[src/sv/iq4x_pkg.sv]
package iq4x_pkg;

  localparam int unsigned LastPos    = 135;
  localparam int unsigned FirstWtPos = 8;
  localparam logic [15:0] HalfNan    = 16'h7E00;
  localparam logic [14:0] HalfInf    = 15'h7C00;

  // IQ4_NL codebook magnitude; the sign is taken from ~nib[3] by the caller
  function automatic logic [6:0] kv_mag(input logic [3:0] nib);
    case (nib)
      4'd0:    kv_mag = 7'd127;
      4'd1:    kv_mag = 7'd104;
      4'd2:    kv_mag = 7'd83;
      4'd3:    kv_mag = 7'd65;
      4'd4:    kv_mag = 7'd49;
      4'd5:    kv_mag = 7'd35;
      4'd6:    kv_mag = 7'd22;
      4'd7:    kv_mag = 7'd10;
      4'd8:    kv_mag = 7'd1;
      4'd9:    kv_mag = 7'd13;
      4'd10:   kv_mag = 7'd25;
      4'd11:   kv_mag = 7'd38;
      4'd12:   kv_mag = 7'd53;
      4'd13:   kv_mag = 7'd69;
      4'd14:   kv_mag = 7'd89;
      default: kv_mag = 7'd113;
    endcase
  endfunction

  // Work handed to the conversion unit
  typedef struct packed {
    logic        sign;
    logic [10:0] m;      // significand incl. hidden bit
    logic [4:0]  ef;     // biased exponent field
    logic        fr_nz;
    logic [5:0]  als;    // |ls-32|
    logic [3:0]  nib;
  } cvt_req_t;

endpackage

[src/sv/iq4x_cvt.sv]
// Multi-cycle product + round to fp16: m*|ls| is registered in p1_q at start,
// then *|kv| in p2_q, then leading-one and round into res_q.
module iq4x_cvt import iq4x_pkg::*; (
  input  logic        clk_i,
  input  logic        rst_ni,
  input  logic        start_i,
  input  cvt_req_t    req_i,
  output logic        done_o,
  output logic [15:0] res_o
);

  logic [1:0]  step_q, step_d;
  cvt_req_t    req_q;
  logic [16:0] p1_q;
  logic [23:0] p2_q;
  logic [15:0] res_q, res_d;
  logic        done_q;

  // rounding of p2_q * 2^ex
  logic [4:0]  lz;
  logic signed [7:0] ex, q, s;
  logic [23:0] r, rem, halfv, mask;
  logic [16:0] bits;
  logic        up;

  always_comb begin
    lz = 5'd0;
    for (int i = 0; i < 24; i++) begin
      if (p2_q[i]) lz = 5'(i);
    end
  end

  always_comb begin
    ex = (req_q.ef == 5'd0) ? -8'sd24 : ($signed({3'b000, req_q.ef}) - 8'sd25);
    q  = $signed({3'b000, lz}) + ex - 8'sd10;
    if (q < -8'sd24) q = -8'sd24;
    s = q - ex;
    r = '0; rem = '0; halfv = '0; mask = '0; up = 1'b0;
    if (s <= 0) begin
      r = p2_q << (-s);
    end else begin
      mask  = (24'd1 << s) - 24'd1;
      halfv = 24'd1 << (s - 8'sd1);
      rem   = p2_q & mask;
      r     = p2_q >> s;
      up    = (rem > halfv) || ((rem == halfv) && r[0]);
    end
    bits = 17'((q + 8'sd24)) * 17'd1024 + 17'(r) + 17'(up);
    if (req_q.ef == 5'd31) begin
      res_d = (req_q.fr_nz || req_q.als == 6'd0) ? HalfNan : {req_q.sign, HalfInf};
    end else if (p2_q == '0) begin
      res_d = {req_q.sign, 15'd0};
    end else if (bits >= 17'h7C00) begin
      res_d = {req_q.sign, HalfInf};
    end else begin
      res_d = {req_q.sign, bits[14:0]};
    end
  end

  always_comb begin
    step_d = step_q;
    if (start_i)             step_d = 2'd1;
    else if (step_q != 2'd0) step_d = step_q + 2'd1;
  end

  always_ff @(posedge clk_i or negedge rst_ni) begin
    if (!rst_ni) begin
      step_q <= 2'd0;
      done_q <= 1'b0;
    end else begin
      step_q <= step_d;
      done_q <= (step_q == 2'd3);
    end
  end

  always_ff @(posedge clk_i) begin
    if (start_i) begin
      req_q <= req_i;
      p1_q  <= req_i.m * req_i.als;
    end
    if (step_q == 2'd1) p2_q <= p1_q * kv_mag(req_q.nib);
    if (step_q == 2'd3) res_q <= res_d;
  end

  assign done_o = done_q;
  assign res_o  = res_q;

endmodule

[src/sv/iq4_xs_block_dequantizer.sv]
// IQ4_XS dequantizer: takes 136-byte super-blocks one byte per transfer and
// emits 256 fp16 weights each (low nibble weight, then high nibble weight).
// Header bytes 0..7 give no output and leave the block ready. For each data
// byte, one shared multiply/round unit converts the low and then the high
// nibble weight; each weight is held in the output register until the
// receiver takes it, and only after the high nibble weight is taken does the
// block return to idle. It is not ready during that time, so output stalls
// hold off the next byte.
module iq4_xs_block_dequantizer import iq4x_pkg::*; (
  input  logic        clk_i,
  input  logic        rst_ni,
  input  logic        valid_i,
  output logic        ready_o,
  input  logic [7:0]  data_byte_i,
  output logic        valid_o,
  input  logic        ready_i,
  output logic [15:0] weight_bits_o,
  output logic [7:0]  weight_index_o,
  output logic        last_of_block_o
);

  typedef enum logic [2:0] {IDLE, CVT_LO, OUT_LO, CVT_HI, OUT_HI} state_e;

  state_e      state_q;
  logic [7:0]  pos_q;
  logic [15:0] scale_q, hsb_q;
  logic [31:0] lsn_q;
  logic [7:0]  byte_q, idx_q;
  logic [2:0]  sub_q;
  logic        valid_q;
  logic [15:0] wbits_q;
  logic        start;
  cvt_req_t    req;
  logic        cvt_done;
  logic [15:0] cvt_res;

  logic [7:0] pos, j;
  logic [2:0] sub;
  logic [5:0] ls;
  logic       ls_neg;
  logic [3:0] nib;

  assign pos = (pos_q > 8'(LastPos)) ? 8'd0 : pos_q;
  assign j   = pos - 8'(FirstWtPos);

  // low-nibble start happens in IDLE on the byte being accepted, so take
  // its fields straight from the input; the high-nibble start uses byte_q
  always_comb begin
    sub    = (state_q == IDLE) ? j[6:4] : sub_q;
    ls     = {hsb_q[2*sub +: 2], lsn_q[4*sub +: 4]};
    ls_neg = ~ls[5];
    nib    = (state_q == IDLE)   ? data_byte_i[3:0] :
             (state_q == OUT_LO) ? byte_q[7:4] : byte_q[3:0];
    req.sign  = scale_q[15] ^ ls_neg ^ ~nib[3];
    req.ef    = scale_q[14:10];
    req.fr_nz = |scale_q[9:0];
    req.m     = {|scale_q[14:10], scale_q[9:0]};
    req.als   = ls_neg ? 6'(6'd32 - ls) : 6'(ls - 6'd32);
    req.nib   = nib;
  end

  assign ready_o = (state_q == IDLE);
  assign start   = (valid_i && ready_o && pos >= 8'(FirstWtPos))
                 || (state_q == OUT_LO && valid_q && ready_i);

  iq4x_cvt u_cvt (
    .clk_i, .rst_ni, .start_i(start), .req_i(req),
    .done_o(cvt_done), .res_o(cvt_res)
  );

  always_ff @(posedge clk_i or negedge rst_ni) begin
    if (!rst_ni) begin
      state_q <= IDLE;
      pos_q   <= '0;
      scale_q <= '0;
      hsb_q   <= '0;
      lsn_q   <= '0;
      valid_q <= 1'b0;
    end else begin
      unique case (state_q)
        IDLE: if (valid_i) begin
          pos_q <= (pos == 8'(LastPos)) ? 8'd0 : pos + 8'd1;
          if (pos == 8'd0) scale_q[7:0] <= data_byte_i;
          else if (pos == 8'd1) scale_q[15:8] <= data_byte_i;
          else if (pos == 8'd2) hsb_q[7:0] <= data_byte_i;
          else if (pos == 8'd3) hsb_q[15:8] <= data_byte_i;
          else if (pos < 8'(FirstWtPos)) lsn_q[8*pos[1:0] +: 8] <= data_byte_i;
          else state_q <= CVT_LO;
        end
        CVT_LO: if (cvt_done) begin
          valid_q <= 1'b1;
          state_q <= OUT_LO;
        end
        OUT_LO: if (ready_i) begin
          valid_q <= 1'b0;
          state_q <= CVT_HI;
        end
        CVT_HI: if (cvt_done) begin
          valid_q <= 1'b1;
          state_q <= OUT_HI;
        end
        OUT_HI: if (ready_i) begin
          valid_q <= 1'b0;
          state_q <= IDLE;
        end
        default: state_q <= IDLE;
      endcase
    end
  end

  // byte fields kept for the high-nibble weight and the output index
  always_ff @(posedge clk_i) begin
    if (state_q == IDLE && valid_i) begin
      byte_q <= data_byte_i;
      sub_q  <= j[6:4];
      idx_q  <= {j[6:4], 1'b0, j[3:0]};
    end
    if (state_q == OUT_LO && ready_i) idx_q <= idx_q + 8'd16;
    if (cvt_done) wbits_q <= cvt_res;
  end

  assign valid_o         = valid_q;
  assign weight_bits_o   = wbits_q;
  assign weight_index_o  = idx_q;
  assign last_of_block_o = (state_q == OUT_HI) && (idx_q == 8'd255);

  property p_not_ready_busy;
    @(posedge clk_i) disable iff (!rst_ni) valid_o |-> !ready_o;
  endproperty
  assert property (p_not_ready_busy) else $error("ready while output pending");

  property p_pos_range;
    @(posedge clk_i) disable iff (!rst_ni) pos_q <= 8'(LastPos);
  endproperty
  assert property (p_pos_range) else $error("byte position out of range");

  property p_last_hi;
    @(posedge clk_i) disable iff (!rst_ni) last_of_block_o |-> valid_o;
  endproperty
  assert property (p_last_hi) else $error("last flag without valid");

endmodule
[config.mk]
export PLATFORM = sky130hd
export DESIGN_NAME = iq4_xs_block_dequantizer
export DESIGN_NICKNAME = d
export VERILOG_FILES = /design/src/sv/iq4x_pkg.sv /design/src/sv/iq4x_cvt.sv /design/src/sv/iq4_xs_block_dequantizer.sv
export SDC_FILE = /design/constraint.sdc
export NUM_CORES = 1
export LEC_CHECK = 0
export BUFFER_PORTS_ARGS = -buffer_cell sky130_fd_sc_hd__buf_2
export CORE_UTILIZATION = 55
export CTS_BUF_LIST = sky130_fd_sc_hd__clkbuf_4
export CTS_CLUSTER_DIAMETER = 200
export DETAILED_ROUTE_END_ITERATION = 10
export GPL_TIMING_DRIVEN = 0
export PLACE_DENSITY = 0.71
export REMOVE_ABC_BUFFERS = 1
export SYNTH_ARGS = -nofsm -noshare
export SYNTH_HDL_FRONTEND = slang
export SYNTH_SLANG_ARGS = --single-unit
[constraint.sdc]
create_clock -name clk_i -period 27.3 [get_ports clk_i]
set_input_delay 2.73 -clock clk_i [delete_from_list [all_inputs] [get_ports clk_i]]
set_output_delay 2.73 -clock clk_i [all_outputs]
set_load 0.02 [all_outputs]
==> metrics <==
run status=finished clean; clk sinks=approximately 200; Syn Std Cell Area=approximately 19000 sq um; Final Hold Fails=0; Synth Area in Simple Gates=between 10% and 20%; largest family of logic cells by synthesized area=adder cells; fraction of final layout cells with drive strength greater than 1=between 10% and 20%; class of the most critical setup path=reg2reg; vias in the first global route=~15000; CP Max Fanout=17; ys flop type=edfxtp_1; setup TNS=0 ps; Post-CTS Setup Repair Bufs=0; die area=~36000 sq um; RR Startpoint=u_cvt.p2_q[3]; Tightest Pin Transition=between 1000 and 1500 ps; Worst slew margin=around 8.6%; CP top delay family=simple AND/OR/NAND/NOR gates; CP Launch Point=u_cvt.p2_q[3]; commonest non-fill, non-tap cell in the layout=nand2_1; CP bufs+invs=1; Die X=roughly 190 um; RR Endpoint=u_cvt.res_o[9]; post-layout util=between 50% and 60%; worst-path cell with the longest stage delay=nor3_1; Post-Synth XOR/XNOR Area=under 10%; CP peak stage delay=about 1200 ps; WHS Path Cells=0; Seq cells post-synth=195; Worst Hold Path EP=weight_bits_o[2]; Syn. warnings=0; drt via density=roughly 6.2; worst r2r path cells=55; Clk Latency, worst-skew pair=roughly 660 ps; max cap viols=0; RSZ-0062 raised after global routing=no; first-pass GRT wire length=a little under 80000 um; Post-DRT Antenna Nets=0; Row Count=68; Core Footprint=roughly 34000 sq um; Stages on worst setup path=between 50 and 60; Seq/Total Area, Yosys=28.0%; post_cts resized=0; post-synthesis async set-or-reset flop share=40.5%; Nets=roughly 2300; initial antenna violation count=2; H-tree depth=4; Critical Path AT=14030 ps; Reg clk slew, reported paths=about 180 ps; reg-to-reg slack, setup=13760 ps; CTS Buf Count=17; Non-Filler Instances=around 2500; Area Growth Syn to Fin=3.57%; cell mode on critical path=nor3_1; Placed Instances=around 2400; CTS Hold Bufs=0; Synth Area per Inst=~9.4 sq um; crit share post-route=between 40% and 50%; CTS Root Cell=clkbuf_4; Post-synth EDFFs=about 110; mux share of post-synthesis cell area=9.77%; CTS tree=done; # DRC=0; IO buf count=38; routed len/inst=19.3 um; WL final=~48000 um; HP Start=u_cvt.res_o[2]; Synth Area in Adders=between 20% and 30%; total via count in the routed design=15300; crit path capture type=flop; Worst Path Required=roughly 28000 ps; final setup violating endpoints=0; Post-DP HPWL=~37000 um; Initial Utilization=a little under three fifths; global router's overall resource usage=between 20 and 30%; Setup Skew=~33 ps; largest net degree at the start of global routing=45; drt initial violations=1375; post-synthesis cell type count=about 110; Post-Synthesis Cells=between 2000 and 2500; # IOs=39; gr ovfl total=0; Die H=around 190 um; maximum clock rate=~74 MHz; CTS max path bufs=2; Hold WC Path Type=reg2reg; most frequent cells in the layout=279 x nand2_1, 169 x inv_1, 135 x ha_1, 112 x fa_1, 109 x edfxtp_1; Pre-Repair DR Iteration Count=6; crit path launch type=flop; Max Slew Vio Count=0; minimum clock period=~14000 ps; GP Congestion=0.983; Synth Area in Compound Gates=between 10% and 20%
[logic make-up after synthesis]
family          after synthesis
fa+ha+maj                   250
mux                         137
compound gates              393
xor+xnor                     71
flops                       195
buf+inv                     277
simple gates                722
[synth_stat cells (7+ instances only)]
master      n  area (sq um)
buf_2      11          55.1
ha_1      137          1710
a21oi_1    93           465
mux4_2     35           788
edfxtp_1  109          3270
xor2_1     22           193
nor2b_1    29           181
o31ai_1     7          52.6
o22ai_1    10          62.6
clkbuf_1   73           274
nor3_1     50           250
nor2_1    103           387
nand2b_1   18           113
a21o_1     10          75.1
nor4_1     16           100
fa_1      112          2240
or3_1      10          62.6
a211oi_1   17           128
o21ai_1     7          35.0
o21bai_1   20           150
and2_1     78           488
o21a_1     11          82.6
a32o_1      7          70.1
nand4_1    17           106
a22o_1      7          61.3
mux2i_1    48           480
and3_1     23           144
nor4_2      8           100
nand3_1    55           275
o211ai_1   10          75.1
inv_1     169           634
xnor2_1    48           420
dfxtp_1     7           140
o21ai_0    97           485
a31oi_1    18           113
buf_1      13          48.8
mux2_2     52           586
dfrtp_1    79          1980
nand2_1   279          1050
[layer usage]
| layer | global-route usage [%] | vias to the layer above | part of all wire, % |
|---|---|---|---|
| li1 | - | 7135 | - |
| met1 | 35.1 | 7521 | 42 |
| met2 | 46.9 | 530 | 49 |
| met3 | 3.60 | 117 | 5.2 |
| met4 | 12.1 | 0 | 4.2 |
| met5 | 0 | - | 0 |
[layout make-up]
class,instances,area [sq um]
antenna,3,7.51
clock buffer,18,135
clock inverter,14,143
fill,3005,14500
inverter,171,642
multi-input combinational,1573,12800
sequential,195,5390
tap,455,569
timing repair buffer,43,274
[state kept, by name, indices dropped and copies added (netlist names), 16 cells and up, named ones only]
register       cells
hsb_q             16
lsn_q             32
scale_q           16
u_cvt.p1_q        17
u_cvt.p2_q        24
u_cvt.req_q       17
u_cvt.res_o       16
weight_bits_o     16
[worst max path at each step]
stage                      to  slack [ps]
6_report       u_cvt.res_o[9]       13760
5_1_grt        u_cvt.res_o[9]       12780
4_1_cts        u_cvt.res_o[9]       13930
3_5_place_dp   u_cvt.res_o[9]       14040
3_3_place_gp   u_cvt.res_o[9]       12670
2_1_floorplan  u_cvt.res_o[9]       15910
[metrics by stage]
stage          setup slack, ps  hold slack [ps]  cell area (sq um)
4_1_cts                  13930              443              19900
3_3_place_gp             12670              400              19500
6_report                 13760              441              19900
5_1_grt                  12780              455              19900
3_5_place_dp             14040              406              19600
2_1_floorplan            15910              400              18800
Power is not shown: default switching activity piles up to over one toggle a cycle in this logic, so the estimate is an artifact.
